### src/sv/lsrc_pkg.sv
`timescale 1ns / 1ps
// Shared types and constants for the line segment rectangle clipper.
// Used by lsrc_front, lsrc_back and the core; has no dependencies.
package lsrc_pkg;

    localparam int FRAC_BITS   = 8;
    localparam int COORD_W     = 24;
    localparam int DIFF_W      = COORD_W + 1;
    localparam int CFG_W       = 16;
    localparam int CFG_ADDR_W  = 2;
    localparam int QUEUE_DEPTH = 4;
    localparam int PROD_W      = 2 * DIFF_W;
    localparam int MAG_W       = 2 * COORD_W;
    localparam int DEN_W       = COORD_W;
    localparam int QUO_W       = MAG_W + 1;
    localparam int CROSS_W     = QUO_W + 1;
    localparam int DIV_LAT     = MAG_W + 2;

    localparam logic signed [CFG_W-1:0] CLIP_LOW_X_RST  = 16'sd0;
    localparam logic signed [CFG_W-1:0] CLIP_LOW_Y_RST  = 16'sd0;
    localparam logic signed [CFG_W-1:0] CLIP_HIGH_X_RST = 16'sd1023;
    localparam logic signed [CFG_W-1:0] CLIP_HIGH_Y_RST = 16'sd767;

    typedef enum logic [CFG_ADDR_W-1:0] {
        CFG_LOW_X  = 2'd0,
        CFG_LOW_Y  = 2'd1,
        CFG_HIGH_X = 2'd2,
        CFG_HIGH_Y = 2'd3
    } cfg_idx_t;

    typedef enum logic [1:0] {
        MODE_REJECT   = 2'd0,
        MODE_PASS     = 2'd1,
        MODE_ONE_OUT  = 2'd2,
        MODE_BOTH_OUT = 2'd3
    } mode_t;

    typedef struct packed {
        logic signed [COORD_W-1:0] lx;
        logic signed [COORD_W-1:0] ly;
        logic signed [COORD_W-1:0] hx;
        logic signed [COORD_W-1:0] hy;
    } edges_t;

    typedef struct packed {
        mode_t                     mode;
        logic                      swapped;
        logic                      oxh;
        logic                      oyh;
        logic                      xo;
        logic                      yo;
        logic                      dx_nz;
        logic                      dy_nz;
        logic signed [COORD_W-1:0] xs;
        logic signed [COORD_W-1:0] ys;
        logic signed [COORD_W-1:0] xe;
        logic signed [COORD_W-1:0] ye;
    } seg_ctx_t;

    typedef struct packed {
        seg_ctx_t                 ctx;
        logic signed [DIFF_W-1:0] dx;
        logic signed [DIFF_W-1:0] dy;
        logic signed [DIFF_W-1:0] dlx;
        logic signed [DIFF_W-1:0] dhx;
        logic signed [DIFF_W-1:0] dly;
        logic signed [DIFF_W-1:0] dhy;
    } seg_cmd_t;

endpackage

### src/sv/lsrc_front.sv
`timescale 1ns / 1ps
// Front end: accepts segments, classifies them against the clip rectangle,
// orders the end points and forms the differences. Depends on lsrc_pkg.
module lsrc_front (
    input  logic                            aclk,
    input  logic                            aresetn,
    input  logic                            s_tvalid,
    output logic                            s_tready,
    input  logic [4*lsrc_pkg::COORD_W-1:0]  s_tdata,
    input  lsrc_pkg::edges_t                edges,
    output logic                            cmd_valid,
    input  logic                            cmd_ready,
    output lsrc_pkg::seg_cmd_t              cmd
);

    logic               valid_reg;
    logic               valid_next;
    lsrc_pkg::seg_cmd_t cmd_reg;
    lsrc_pkg::seg_cmd_t cmd_next;
    logic               load;

    assign s_tready  = !valid_reg || cmd_ready;
    assign load      = s_tvalid && s_tready;
    assign cmd_valid = valid_reg;
    assign cmd       = cmd_reg;

    always_comb begin
        logic signed [lsrc_pkg::COORD_W-1:0] ax, ay, bx, by;
        logic sxl, sxh, syl, syh, exl, exh, eyl, eyh;
        logic s_in, e_in, rej;
        ax = s_tdata[lsrc_pkg::COORD_W-1:0];
        ay = s_tdata[2*lsrc_pkg::COORD_W-1:lsrc_pkg::COORD_W];
        bx = s_tdata[3*lsrc_pkg::COORD_W-1:2*lsrc_pkg::COORD_W];
        by = s_tdata[4*lsrc_pkg::COORD_W-1:3*lsrc_pkg::COORD_W];
        sxl = ax < edges.lx;
        sxh = !sxl && (ax > edges.hx);
        exl = bx < edges.lx;
        exh = !exl && (bx > edges.hx);
        syl = ay < edges.ly;
        syh = !syl && (ay > edges.hy);
        eyl = by < edges.ly;
        eyh = !eyl && (by > edges.hy);
        s_in = !(sxl || sxh || syl || syh);
        e_in = !(exl || exh || eyl || eyh);
        rej  = (sxl && exl) || (sxh && exh) || (syl && eyl) || (syh && eyh);

        if (rej) begin
            cmd_next.ctx.mode = lsrc_pkg::MODE_REJECT;
        end else if (s_in && e_in) begin
            cmd_next.ctx.mode = lsrc_pkg::MODE_PASS;
        end else if (s_in || e_in) begin
            cmd_next.ctx.mode = lsrc_pkg::MODE_ONE_OUT;
        end else begin
            cmd_next.ctx.mode = lsrc_pkg::MODE_BOTH_OUT;
        end
        cmd_next.ctx.swapped = !rej && !s_in && e_in;
        cmd_next.ctx.oxh = sxh || exh;
        cmd_next.ctx.oyh = syh || eyh;
        cmd_next.ctx.xo  = sxl || sxh || exl || exh;
        cmd_next.ctx.yo  = syl || syh || eyl || eyh;
        if (cmd_next.ctx.swapped) begin
            cmd_next.ctx.xs = bx;
            cmd_next.ctx.ys = by;
            cmd_next.ctx.xe = ax;
            cmd_next.ctx.ye = ay;
        end else begin
            cmd_next.ctx.xs = ax;
            cmd_next.ctx.ys = ay;
            cmd_next.ctx.xe = bx;
            cmd_next.ctx.ye = by;
        end
        cmd_next.dx  = lsrc_pkg::DIFF_W'(cmd_next.ctx.xe) - lsrc_pkg::DIFF_W'(cmd_next.ctx.xs);
        cmd_next.dy  = lsrc_pkg::DIFF_W'(cmd_next.ctx.ye) - lsrc_pkg::DIFF_W'(cmd_next.ctx.ys);
        cmd_next.dlx = lsrc_pkg::DIFF_W'(edges.lx) - lsrc_pkg::DIFF_W'(cmd_next.ctx.xs);
        cmd_next.dhx = lsrc_pkg::DIFF_W'(edges.hx) - lsrc_pkg::DIFF_W'(cmd_next.ctx.xs);
        cmd_next.dly = lsrc_pkg::DIFF_W'(edges.ly) - lsrc_pkg::DIFF_W'(cmd_next.ctx.ys);
        cmd_next.dhy = lsrc_pkg::DIFF_W'(edges.hy) - lsrc_pkg::DIFF_W'(cmd_next.ctx.ys);
        cmd_next.ctx.dx_nz = cmd_next.dx != '0;
        cmd_next.ctx.dy_nz = cmd_next.dy != '0;
    end

    always_comb begin
        if (s_tready) begin
            valid_next = s_tvalid;
        end else begin
            valid_next = valid_reg;
        end
    end

    always_ff @(posedge aclk) begin
        if (!aresetn) begin
            valid_reg <= 1'b0;
        end else begin
            valid_reg <= valid_next;
        end
    end

    always_ff @(posedge aclk) begin
        if (load) begin
            cmd_reg <= cmd_next;
        end
    end

endmodule

### config.mk
export PLATFORM = sky130hd
export DESIGN_NAME = lsrc_front
export DESIGN_NICKNAME = d
export VERILOG_FILES = /design/src/sv/lsrc_pkg.sv /design/src/sv/lsrc_front.sv
export SDC_FILE = /design/constraint.sdc
export NUM_CORES = 1
export LEC_CHECK = 0
export ABC_CLOCK_PERIOD_IN_PS = 9540
export BUFFER_PORTS_ARGS = -buffer_cell sky130_fd_sc_hd__buf_4
export CORE_MARGIN = 3
export CORE_UTILIZATION = 55
export DETAILED_ROUTE_END_ITERATION = 10
export HOLD_SLACK_MARGIN = 0.12
export PLACE_DENSITY_LB_ADDON = 0.25
export SYNTH_ARGS = -nofsm -noshare
export SYNTH_HDL_FRONTEND = slang
export SYNTH_SLANG_ARGS = --single-unit
export TNS_END_PERCENT = 30
### constraint.sdc
create_clock -name aclk -period 9.54 [get_ports aclk]
set_input_delay 0.477 -clock aclk [delete_from_list [all_inputs] [get_ports aclk]]
set_output_delay 0.477 -clock aclk [all_outputs]
set_load 0.02 [all_outputs]
==> metrics.txt <==
post-route cell area 0.0265 sq mm; via count of the first global-routing pass 19,400; Routed WL per cell 20.5 um; # fillers 3,115; Worst Setup End Kind flop; Mapped Avg Cell Area 8.98 sq um; row cnt 72; die width 205 um; Sink Count 256; Final Max Tran Viols 0; area delta synth->final 22.0%; Clock Tree Buf Depth 3; CTS buffer count 29; Die Height 205 um; initial antenna violation count 0; Starting Density 56.0%; TNS Setup 0 ns; Routed Antenna Nets 0; final wirelength 69,700 um; register area share after synthesis 35.3%; unique cell type count in the Yosys netlist 84; first-pass GRT wire length 106,000 um; root buf cell clkbuf_16; total track usage 31.9%; post-cts sizing count 0; DRC 0; most used flip-flop cell after synthesis edfxtp_1; RSZ-0062 raised after global routing false; Setup crit start kind input pin; number of synthesized flops with an enable pin 255; top-level I/O count 453; max reg flops 255; Clock Skew 0.00759 ns; Vias/cell 5.90; DP Area 0.0256 sq mm; maxcap violations 0; crit path time final 8.18 ns; core area 0.0388 sq mm; maximum clock frequency 0.122 GHz; First-pass DRT Iterations 6; layout cells sized above 1 19.0%; setup violators final 0; outcome finished, final reports clean; via count 20,000; IO buf count 452; Layout Nets 3,339; Crit Path Class input pin to flop; hpwl dp 56,200 um; Worst-path clk slew 0.06 ns; grt ovf 0; diode count 0; Pleak 0.0121 uW; syn_nets 2,909; initial DRC count 1,482; Hold/Removal Path Class input pin to flop; largest net degree at the start of global routing 149; relative slew slack 27.2%; Post-Synthesis Cells 2,422; post-CTS setup buffer count 0; peak supply drop 0.000163 V; Yosys reg bits 256; YS warnings 0; GP Congestion 0.943; crit path DAT 8.49 ns; hold buffers post-CTS 0; final hold violation count 0; Slew @ Worst Pin 1.09 ns; CTS tree done; PwrDens 164 mW/mm^2; Req. time, crit path 9.85 ns; H-tree Lvls 1; Max Fanout on Critical Path 51; Tcrit/Tclk final 85.7%; synthesized cell area 0.0217 sq mm; FFs w/ async S/R, synth 0%; Clock Latency Late Sink 0.57 ns; Die ar. 0.0420 sq mm
metal layers:
| metal | GRT usage, % | routed length [um] |
|---|---|---|
| met1 | 41.7 | 28800 |
| met2 | 53.6 | 32800 |
| met3 | 4.91 | 5180 |
| met4 | 12.2 | 2860 |
| met5 | 0 | 0 |
metrics by stage:
stage,util [%],cells,hold slack [ns],setup WS [ns],total power [uW]
2_1_floorplan,-,2422,0.616,1.84,2610
3_3_place_gp,66.0,3339,0.536,1.19,3190
3_5_place_dp,66.0,3339,0.547,0.971,3230
4_1_cts,68.4,3392,0.140,1.53,4350
5_1_grt,68.4,3392,0.151,0.916,4570
6_report,68.4,3392,0.169,1.36,4340
synthesized netlist by cell type, types with 5 or more instances:
cell type | count | area share [%]
nand4_1 | 31 | 0.89
edfxtp_1 | 255 | 35
a2111oi_0 | 10 | 0.40
o221ai_1 | 6 | 0.24
o21bai_1 | 6 | 0.21
a21boi_0 | 31 | 1.1
inv_1 | 233 | 4.0
or3_1 | 20 | 0.58
or4_1 | 8 | 0.28
a41oi_1 | 5 | 0.20
xnor2_1 | 83 | 3.3
clkbuf_1 | 50 | 0.86
mux2i_1 | 29 | 1.3
nor3_1 | 45 | 1.0
and2_1 | 13 | 0.37
a211oi_1 | 26 | 0.90
a221oi_1 | 6 | 0.24
a31oi_1 | 19 | 0.55
and3_1 | 7 | 0.20
ha_1 | 287 | 17
a21oi_1 | 180 | 4.1
or2_2 | 11 | 0.32
nor4_1 | 16 | 0.46
o31ai_1 | 6 | 0.21
o31a_1 | 6 | 0.24
o211ai_1 | 13 | 0.45
nand3_1 | 45 | 1.0
a21o_1 | 36 | 1.2
nand2_1 | 251 | 4.3
nor2b_1 | 65 | 1.9
o21ai_0 | 147 | 3.4
xor2_1 | 37 | 1.5
maj3_1 | 54 | 2.5
nor2_1 | 241 | 4.2
nand2b_1 | 49 | 1.4
mux2_2 | 7 | 0.36
cell families (layout without fill, tap and decap cells):
kind of cell / count (synthesis) / after routing / synth area share (%)
compound gates: 551 / 551 / 15.9
xor+xnor: 120 / 120 / 4.83
fa+ha+maj: 345 / 345 / 19.4
buf+inv: 293 / 745 / 5.15
flops: 256 / 256 / 35.3
mux: 36 / 36 / 1.70
simple gates: 821 / 821 / 17.8
worst paths after layout:
path	from	endpoint	slack [ns]	cells past startpoint
worst max-delay path	s_tdata[95]	cmd[99]$_DFFE_PP_	1.36	28
worst min-delay path	aresetn	cmd_valid$_SDFFE_PN0N_	0.17	2
worst max register to register	cmd_valid$_SDFFE_PN0N_	cmd[209]$_DFFE_PP_	6.33	4
worst min register to register	cmd_valid$_SDFFE_PN0N_	cmd_valid$_SDFFE_PN0N_	0.57	2
report_power, final:
part           internal (uW)  total [uW]  switching, uW
clock network            635        1110            472
logic                    672        1710           1040
registers               1470        1530           56.3
layout by cell type (no fill, tap or decap), types with 7 or more instances in the layout:
cell,n
a2111oi_0,10
a211oi_1,26
a21boi_0,31
a21o_1,36
a21oi_1,180
a31oi_1,19
and2_1,12
and3_1,7
buf_4,457
clkbuf_16,29
clkinv_2,8
edfxtp_1,255
ha_1,287
inv_1,233
maj3_1,54
mux2_2,7
mux2i_1,29
nand2_1,251
nand2b_1,49
nand3_1,45
nand4_1,31
nor2_1,241
nor2b_1,65
nor3_1,45
nor4_1,16
o211ai_1,13
o21ai_0,147
or2_2,11
or3_1,20
or4_1,8
xnor2_1,83
xor2_1,37
layout make-up:
type	count	area, sq um	share of cell area [%]
multi-input cells	1873	13000	48.8
flip-flops and latches	256	7680	28.9
repair buffers	458	3450	13.0
inverters	234	881	3.32
clock buffers	31	733	2.76
well taps	518	648	2.44
clock inverters	22	199	0.750
worst max-delay path, stage by stage:
cell and delay [ns]:
buf_4 0.16, ha_1 0.48, nand4_1 0.30, or4_1 0.69, o31ai_1 0.34, a31oi_1 0.15, a211oi_4 0.37, o211ai_4 0.28
inv_4 0.53, mux2i_1 0.36, inv_1 0.16, fa_1 0.45, nor2b_1 0.15, o21ai_0 0.11, a21boi_0 0.23, o21ai_0 0.17
a21boi_0 0.31, o21ai_0 0.21, a21boi_0 0.31, o21a_1 0.18, o21ai_0 0.08, a2111oi_0 0.73, o21ai_0 0.25, a21oi_1 0.34
a41o_1 0.27, o41ai_1 0.13, nor2b_1 0.16, o41ai_1 0.09
Note: power is estimated with default switching activity, not from simulation.
