--- src/sv/lsrc_fifo.sv ---
`timescale 1ns / 1ps
// Short command queue between the front end and the arithmetic back end.
// Register storage, read data taken from the head entry; no dependencies.
module lsrc_fifo #(
    parameter int DEPTH = 4,
    parameter int WIDTH = 8
) (
    input  logic             aclk,
    input  logic             aresetn,
    input  logic             in_valid,
    output logic             in_ready,
    input  logic [WIDTH-1:0] in_data,
    output logic             out_valid,
    input  logic             out_ready,
    output logic [WIDTH-1:0] out_data
);

    localparam int PW = (DEPTH > 1) ? $clog2(DEPTH) : 1;
    localparam int CW = $clog2(DEPTH + 1);

    logic [WIDTH-1:0] mem_reg [0:DEPTH-1];
    logic [PW-1:0]    wr_ptr_reg, wr_ptr_next;
    logic [PW-1:0]    rd_ptr_reg, rd_ptr_next;
    logic [CW-1:0]    count_reg, count_next;
    logic             push, pop;

    assign in_ready  = count_reg != CW'(DEPTH);
    assign out_valid = count_reg != '0;
    assign out_data  = mem_reg[rd_ptr_reg];
    assign push      = in_valid && in_ready;
    assign pop       = out_valid && out_ready;

    always_comb begin
        wr_ptr_next = wr_ptr_reg;
        rd_ptr_next = rd_ptr_reg;
        count_next  = count_reg;
        if (push) begin
            wr_ptr_next = (wr_ptr_reg == PW'(DEPTH - 1)) ? '0 : wr_ptr_reg + 1'b1;
        end
        if (pop) begin
            rd_ptr_next = (rd_ptr_reg == PW'(DEPTH - 1)) ? '0 : rd_ptr_reg + 1'b1;
        end
        if (push && !pop) begin
            count_next = count_reg + 1'b1;
        end else if (pop && !push) begin
            count_next = count_reg - 1'b1;
        end
    end

    always_ff @(posedge aclk) begin
        if (!aresetn) begin
            wr_ptr_reg <= '0;
            rd_ptr_reg <= '0;
            count_reg  <= '0;
        end else begin
            wr_ptr_reg <= wr_ptr_next;
            rd_ptr_reg <= rd_ptr_next;
            count_reg  <= count_next;
        end
    end

    always_ff @(posedge aclk) begin
        if (push) begin
            mem_reg[wr_ptr_reg] <= in_data;
        end
    end

endmodule

--- config.mk ---
export PLATFORM = sky130hd
export DESIGN_NAME = lsrc_fifo
export DESIGN_NICKNAME = d
export VERILOG_FILES = /design/src/sv/lsrc_fifo.sv
export SDC_FILE = /design/constraint.sdc
export NUM_CORES = 1
export LEC_CHECK = 0
export BUFFER_PORTS_ARGS = -buffer_cell sky130_fd_sc_hd__buf_4
export CORE_MARGIN = 10
export CORE_UTILIZATION = 50
export DETAILED_ROUTE_END_ITERATION = 7
export GPL_ROUTABILITY_DRIVEN = 0
export PLACE_DENSITY = 0.74
export SLEW_MARGIN = 25
export SYNTH_ARGS = -nofsm -noshare
export SYNTH_HDL_FRONTEND = slang
export SYNTH_SLANG_ARGS = --single-unit
--- constraint.sdc ---
create_clock -name aclk -period 2.09 [get_ports aclk]
set_input_delay 0.1045 -clock aclk [delete_from_list [all_inputs] [get_ports aclk]]
set_output_delay 0.1045 -clock aclk [all_outputs]
set_load 0.01 [all_outputs]
==> results of run 1 <==
[cell type report]
class | instances | area share, %
clock buffers | 5 | 1.81
clock inverters | 3 | 2.23
inverters | 3 | 0.662
multi-input cells | 45 | 24.4
flip-flops and latches | 41 | 55.3
well taps | 44 | 2.65
repair buffers | 33 | 12.9
[where the power goes]
group          total [mW]  switching (mW)  internal (mW)
clock               0.514           0.261          0.253
combinational       0.794           0.325          0.470
sequential           1.14           0.118           1.02
[cell families after synthesis]
family / Yosys count
flip-flops: 41
AND/OR/NAND/NOR: 20
multiplexers: 10
buffers and inverters: 7
adder cells (fa/ha/maj): 7
AO/OA/AOI/OAI: 6
XOR/XNOR: 2
[routing by layer]
metal  wire (um)  vias up
met5           0        -
met4          45        0
met3         132        6
met2        1400       21
met1        1220      441
li1            -      427
[final timing paths]
| check | start | endpoint | cells after the start |
|---|---|---|---|
| worst max register to register | count_reg[2]$_SDFFE_PN0P_ | count_reg[2]$_SDFFE_PN0P_ | 8 |
| worst max-delay path | count_reg[2]$_SDFFE_PN0P_ | count_reg[2]$_SDFFE_PN0P_ | 8 |
| worst min-delay path | in_valid | wr_ptr_reg[0]$_SDFFE_PN0P_ | 3 |
| worst min register to register | wr_ptr_reg[1]$_SDFFE_PN0P_ | wr_ptr_reg[1]$_SDFFE_PN0P_ | 2 |
[per-stage QoR]
step	setup slack [ns]	cell area [sq um]
floorplan	0.00374	1660
global placement	0.109	1860
detailed placement	0.0563	1860
CTS	0.00572	2020
global route	-0.0275	2080
finish	0.0392	2080
[worst max-delay path: cells and delay by family, from the launching register on]
kind	cells	cell delay, ns
flip-flops	1	0.38
buffers and inverters	1	0.04
AND/OR/NAND/NOR	3	0.70
XOR/XNOR	1	0.16
adder cells (fa/ha/maj)	2	0.56
AO/OA/AOI/OAI	1	0.15
[placed cells by master, fill, tap and decap left out, types with 2 or more instances in the layout]
cell,n
inv_1,2
nor2_1,2
o21ai_0,4
edfxtp_1,32
nand3_1,2
mux2i_1,2
buf_4,25
nand2_1,5
dfxtp_1,6
dlygate4sd3_1,8
ha_1,5
clkbuf_4,5
dfxtp_4,2
mux4_2,8
and3_2,4
[timing repair]
item / in CTS / in global routing
hold buffers: 8 / 0
hold endpoints to repair: 32 / 0
setup buffers: 0 / 2
setup endpoints to repair: 0 / 1
resized for setup: 0 / 9
==> results.md, run 1 <==
- Vias: 895
- IO Count: 22
- Status: complete, no violations
- Adder-cell share of the synthesized area: ~5.8%
- Final wirelength: 2800 um
- Area growth, synth to finish: 27.1%
- Finished Layout Cells: 174
- Hold_ws: 0.0236 ns
- Detailed placement HPWL: 1880 um
- Skew final: 0.00284 ns
- First-pass detailed-route iteration total: 4
- Global-route wire length before repair: 4560 um
- Worst-path cell chain: or3b_4, and2_4, ha_4, inv_4, fa_2, xor2_2, or3_4, a21boi_1
- Crit start category: register
- Die area: between 5000 and 6000 sq um
- VDD IR max: 1.11 mV
- Area occupied by multi-input gates: 508 sq um
- Register area share after synthesis: 69.8%
- GRT busiest layer: met2
- GR Layer Usage met1: between 10% and 20%
- Die Width: 77.2 um
- Synth area leaders: edfxtp_1 (59%), dfxtp_1 (11%), mux4_2 (11%)
- CTS Buffer Depth: 2
- Fmax: 488 MHz
- # diodes: 0
- Final core utilization: 67.0%
- Cell variety after synth: 26
- Core area: 3100 sq um
- Worst R2R Setup Slack: 0.04 ns
- Overall Global Routing Usage: 9.82%
- Crit Path Max Fanout: 5
- Worst-path clk slew: approximately 0.12 ns
- Met2 Track Usage GR: 15.6%
- Main combinational cell family by area after synthesis: multiplexers
- XOR/XNOR share of the synthesized area: 1.07%
- Max-slew headroom: 63.1%
- Final Power: between 2 and 2.5 mW
- Crit path required time: 2.37 ns
- Clk_lat worst skew: 0.35 ns
- Max reg flops: 32
- Initial Util: between 50% and 60%
- Final ANT Viol Nets: 0
- Share of layout cells above drive strength 1: 43.8%
- Max Slew Vio Count: 0
- Fraction of registers with async set/reset: 0%
- TritonCTS clock tree: yes
- Chip height: just under 80 um
- Dominant synthesized flop cell: edfxtp_1
- WS Path Type: reg -> reg
- Post-Synthesis Cells: 93
- Synthesized area: 1640 sq um
- Drt via density: 5.14
- Critical path capture point type: register
- Register area: ~1100 sq um
- Final net count: 148
- Commonest cells in the netlist: edfxtp_1 (32), dfxtp_1 (9), mux4_2 (8)
- Clk Tree Root Cell: clkbuf_4
- Met3 Use GR: 3.61%
- YS warnings: 0
- Final number of hold-violating endpoints: 0
- Crit path max-delay cell type: fa_2
- DRC errors left: 0
- Period utilization: 98.1%
- Total nets after synthesis: roughly 110
- Final min period: 2.05 ns
- Worst slew pin tran: 0.553 ns
- #FFs+latches synth: 41
- Fill cells: 224
- Syn Area/Cell: ~18 sq um
- Synth Area in Compound Gates: 2.14%
- Mux cell area share after synthesis: 12.2%
- Simple-gate share of the synthesized area: 7.19%
- Max-cap check violation count: 0
- Initial antenna violation count: 0
- DR iter-0 viols: 32
- Pwr dens: 1180 nW/um^2
- Most frequent cell after synthesis: edfxtp_1
- Port Buffer Count: 21
- Final setup TNS: 0 ns
- Drt wl/cell: 16.1 um
- RSZ-0062 raised after global routing: yes
- Depth of the CTS H-tree: 2
- Clock Sink Count: 41
- Row Count: 20
- Final setup violation count: 0
- GRT overflow: 0
- Tightest Hold Check Type: in -> reg
- Placed Cells: ~160
- Post-synth EDFFs: 32
- Largest net degree at the start of global routing: 15
- Synth area leader: edfxtp_1
- Share of the synthesized area in the top cell type: 58.8%
- Number of CTS-inserted buffers: 5
- Largest stage delay, worst path: 0.40 ns
- Crit path DAT: 2.33 ns
- Static Leak: 0.753 nW
- Vias in the first global route: 953
(Power assumes the default switching activity.)
==> run 2: changes to the inputs <==
--- a/config.mk
+++ b/config.mk
@@ -11,6 +11,7 @@
 export DETAILED_ROUTE_END_ITERATION = 7
 export GPL_ROUTABILITY_DRIVEN = 0
 export PLACE_DENSITY = 0.74
+export SETUP_SLACK_MARGIN = 0.15
 export SLEW_MARGIN = 25
 export SYNTH_ARGS = -nofsm -noshare
 export SYNTH_HDL_FRONTEND = slang
==> run 2 against run 1 <==
Combinational power fell by 6.0%. Cell count down 1.1%. Non-clock buffer count down 2. Via count is 0.34% higher. Global-route usage hardly changed. Flip-flop and latch count did not move. Clock power fell by 30%. Count of clock-buffer cells in the layout grew 1. Highest routed layer unchanged.
==> results.md, run 2 (synthesized netlist as in run 1, its figures left out) <==
- Status: complete, no violations (unchanged)
- Port Buffer Count: 21 (unchanged)
- Worst-path cell chain: or3b_1, and2_4, ha_4, inv_2, fa_2, xor2_1, or3_4, a21boi_2 (was or3b_4, and2_4, ha_4, inv_4, fa_2, xor2_2, or3_4, a21boi_1)
- Largest net degree at the start of global routing: 13 (was 15)
- Vias in the first global route: 928 (was 953)
- TritonCTS clock tree: yes (unchanged)
- # diodes: 0 (unchanged)
- Largest stage delay, worst path: 0.40 ns (about the same)
- Fmax: 514 MHz (was 488 MHz)
- Leading cell type in the layout, fill and taps excluded: edfxtp_1 (unchanged)
- Drt via density: 5.22 (was 5.14)
- Final wirelength: 2790 um (was 2800 um)
- Depth of the CTS H-tree: 2 (unchanged)
- Clk Tree Root Cell: clkbuf_4 (unchanged)
- Die area: 5960 sq um (unchanged)
- Initial antenna violation count: 0 (unchanged)
- GRT overflow: 0 (unchanged)
- Crit start category: register (unchanged)
- Area growth, synth to finish: 23.7% (was 27.1%)
- Final setup TNS: 0 ns (unchanged)
- Core area: 3100 sq um (unchanged)
- Crit path required time: 2.37 ns (about the same)
- Final net count: 146 (was 148)
- Number of CTS-inserted buffers: 5 (unchanged)
- Vias: 898 (was 895)
- Row Count: 20 (unchanged)
- Final Power: 2.25 mW (was 2.44 mW)
- Overall Global Routing Usage: 9.80% (was 9.82%)
- Worst slew pin tran: 0.420 ns (was 0.553 ns)
- WS Path Type: reg -> reg (unchanged)
- Finished Layout Cells: 172 (was 174)
- Clock Sink Count: 41 (unchanged)
- CP delay by family, top: simple AND/OR/NAND/NOR gates (unchanged)
- RSZ-0062 raised after global routing: yes (unchanged)
- Initial Util: 52.7% (unchanged)
- Max reg flops: 32 (unchanged)
- Chip height: 77.2 um (unchanged)
- Critical path capture point type: register (unchanged)
- Pwr dens: 1110 nW/um^2 (was 1180 nW/um^2)
- Most frequent cells in the layout: edfxtp_1 (32), buf_4 (23), mux4_2 (8), dlygate4sd3_1 (8) (was edfxtp_1 (32), buf_4 (25), mux4_2 (8), dlygate4sd3_1 (8), dfxtp_1 (6))
- DR iter-0 viols: 85 (was 32)
- Final ANT Viol Nets: 0 (unchanged)
- Final min period: 1.95 ns (was 2.05 ns)
- VDD IR max: 0.617 mV (was 1.11 mV)
- Final setup violation count: 0 (unchanged)
- Max-cap check violation count: 0 (unchanged)
- Final number of hold-violating endpoints: 0 (unchanged)
- Clk_lat worst skew: 0.34 ns (was 0.35 ns)
- Crit path max-delay cell type: or3b_1 (was fa_2)
- First-pass detailed-route iteration total: 4 (unchanged)
- Setup repair bufs after CTS: 0 (unchanged)
- Tightest Hold Check Type: in -> reg (unchanged)
- Period utilization: 93.2% (was 98.1%)
- Detailed placement HPWL: 1870 um (was 1880 um)
- Drt wl/cell: 16.2 um (was 16.1 um)
- Max Slew Vio Count: 0 (unchanged)
- Crit path DAT: 2.23 ns (was 2.33 ns)
- Skew final: 0.00496 ns (was 0.00284 ns)
- Worst-path clk slew: 0.11 ns (was 0.12 ns)
- Crit Path Max Fanout: 5 (unchanged)
- CTS Buffer Depth: 2 (unchanged)
- Placed Cells: 156 (unchanged)
- Max-slew headroom: 72.0% (was 63.1%)
- Share of layout cells above drive strength 1: 42.2% (was 43.8%)
- IO Count: 22 (unchanged)
- DRC errors left: 0 (unchanged)
- Static Leak: 0.731 nW (was 0.753 nW)
- Die Width: 77.2 um (unchanged)
- Fill cells: 234 (was 224)
- Buf/Inv on CP: 1 (unchanged)
- Global-route wire length before repair: 4540 um (was 4560 um)
## run 2: final cells by class
| cell class | instances | area [sq um] | area share, % |
|---|---|---|---|
| timing repair buffer | 31 | 253 | 12.5 |
| multi-input combinational | 45 | 502 | 24.8 |
| sequential | 41 | 1150 | 56.9 |
| tap | 44 | 55.1 | 2.72 |
| inverter | 3 | 11.3 | 0.557 |
| clock inverter | 2 | 10.0 | 0.495 |
| clock buffer | 6 | 41.3 | 2.04 |
## run 2: path summary, 6_finish.rpt
check / slack [ns] / depth (start not counted) / startpoint / to
worst min-delay path: 0.04 / 3 / in_valid / wr_ptr_reg[0]$_SDFFE_PN0P_
worst max-delay path: 0.14 / 8 / count_reg[0]$_SDFFE_PN0P_ / count_reg[2]$_SDFFE_PN0P_
worst min register to register: 0.51 / 2 / wr_ptr_reg[1]$_SDFFE_PN0P_ / wr_ptr_reg[1]$_SDFFE_PN0P_
worst max register to register: 0.14 / 8 / count_reg[0]$_SDFFE_PN0P_ / count_reg[2]$_SDFFE_PN0P_
## run 2: where the power goes
group / total, mW / internal [mW] / switching (mW)
clock: 0.361 / 0.128 / 0.233
sequential: 1.14 / 1.02 / 0.125
combinational: 0.746 / 0.437 / 0.309
## run 2: what timing repair did
item | 4_1_cts | 5_1_grt
endpoints found under the setup margin | 2 | 2
gates resized for setup | 2 | 2
endpoints found under the hold margin | 32 | 0
hold buffers | 8 | 0
## run 2: tightest hold or removal path: cells and delay by family
family	cells	cell delay (ns)
buffers and inverters	1	0.11
and+or+nand+nor	1	0.07
AOI/OAI and AO/OA	1	0.07
## run 2: metrics by stage
step / hold WS [ns] / area, sq um / setup WS (ns) / utilization [%]
global placement: 0.305 / 1880 / 0.205 / 60.4
global route: 0.0506 / 2020 / 0.0230 / 65.2
floorplan: 0.203 / 1670 / 0.117 / -
finish: 0.0373 / 2020 / 0.143 / 65.2
detailed placement: 0.308 / 1880 / 0.104 / 60.4
CTS: 0.0210 / 2020 / 0.148 / 65.0
## run 2: metal layers
| metal | vias to the layer above | track usage (%) | routed length, um |
|---|---|---|---|
| met5 | - | 0 | 0 |
| met4 | 0 | 4.93 | 46 |
| met3 | 6 | 3.50 | 108 |
| met2 | 17 | 15.1 | 1360 |
| met1 | 450 | 11.8 | 1270 |
| li1 | 425 | - | - |
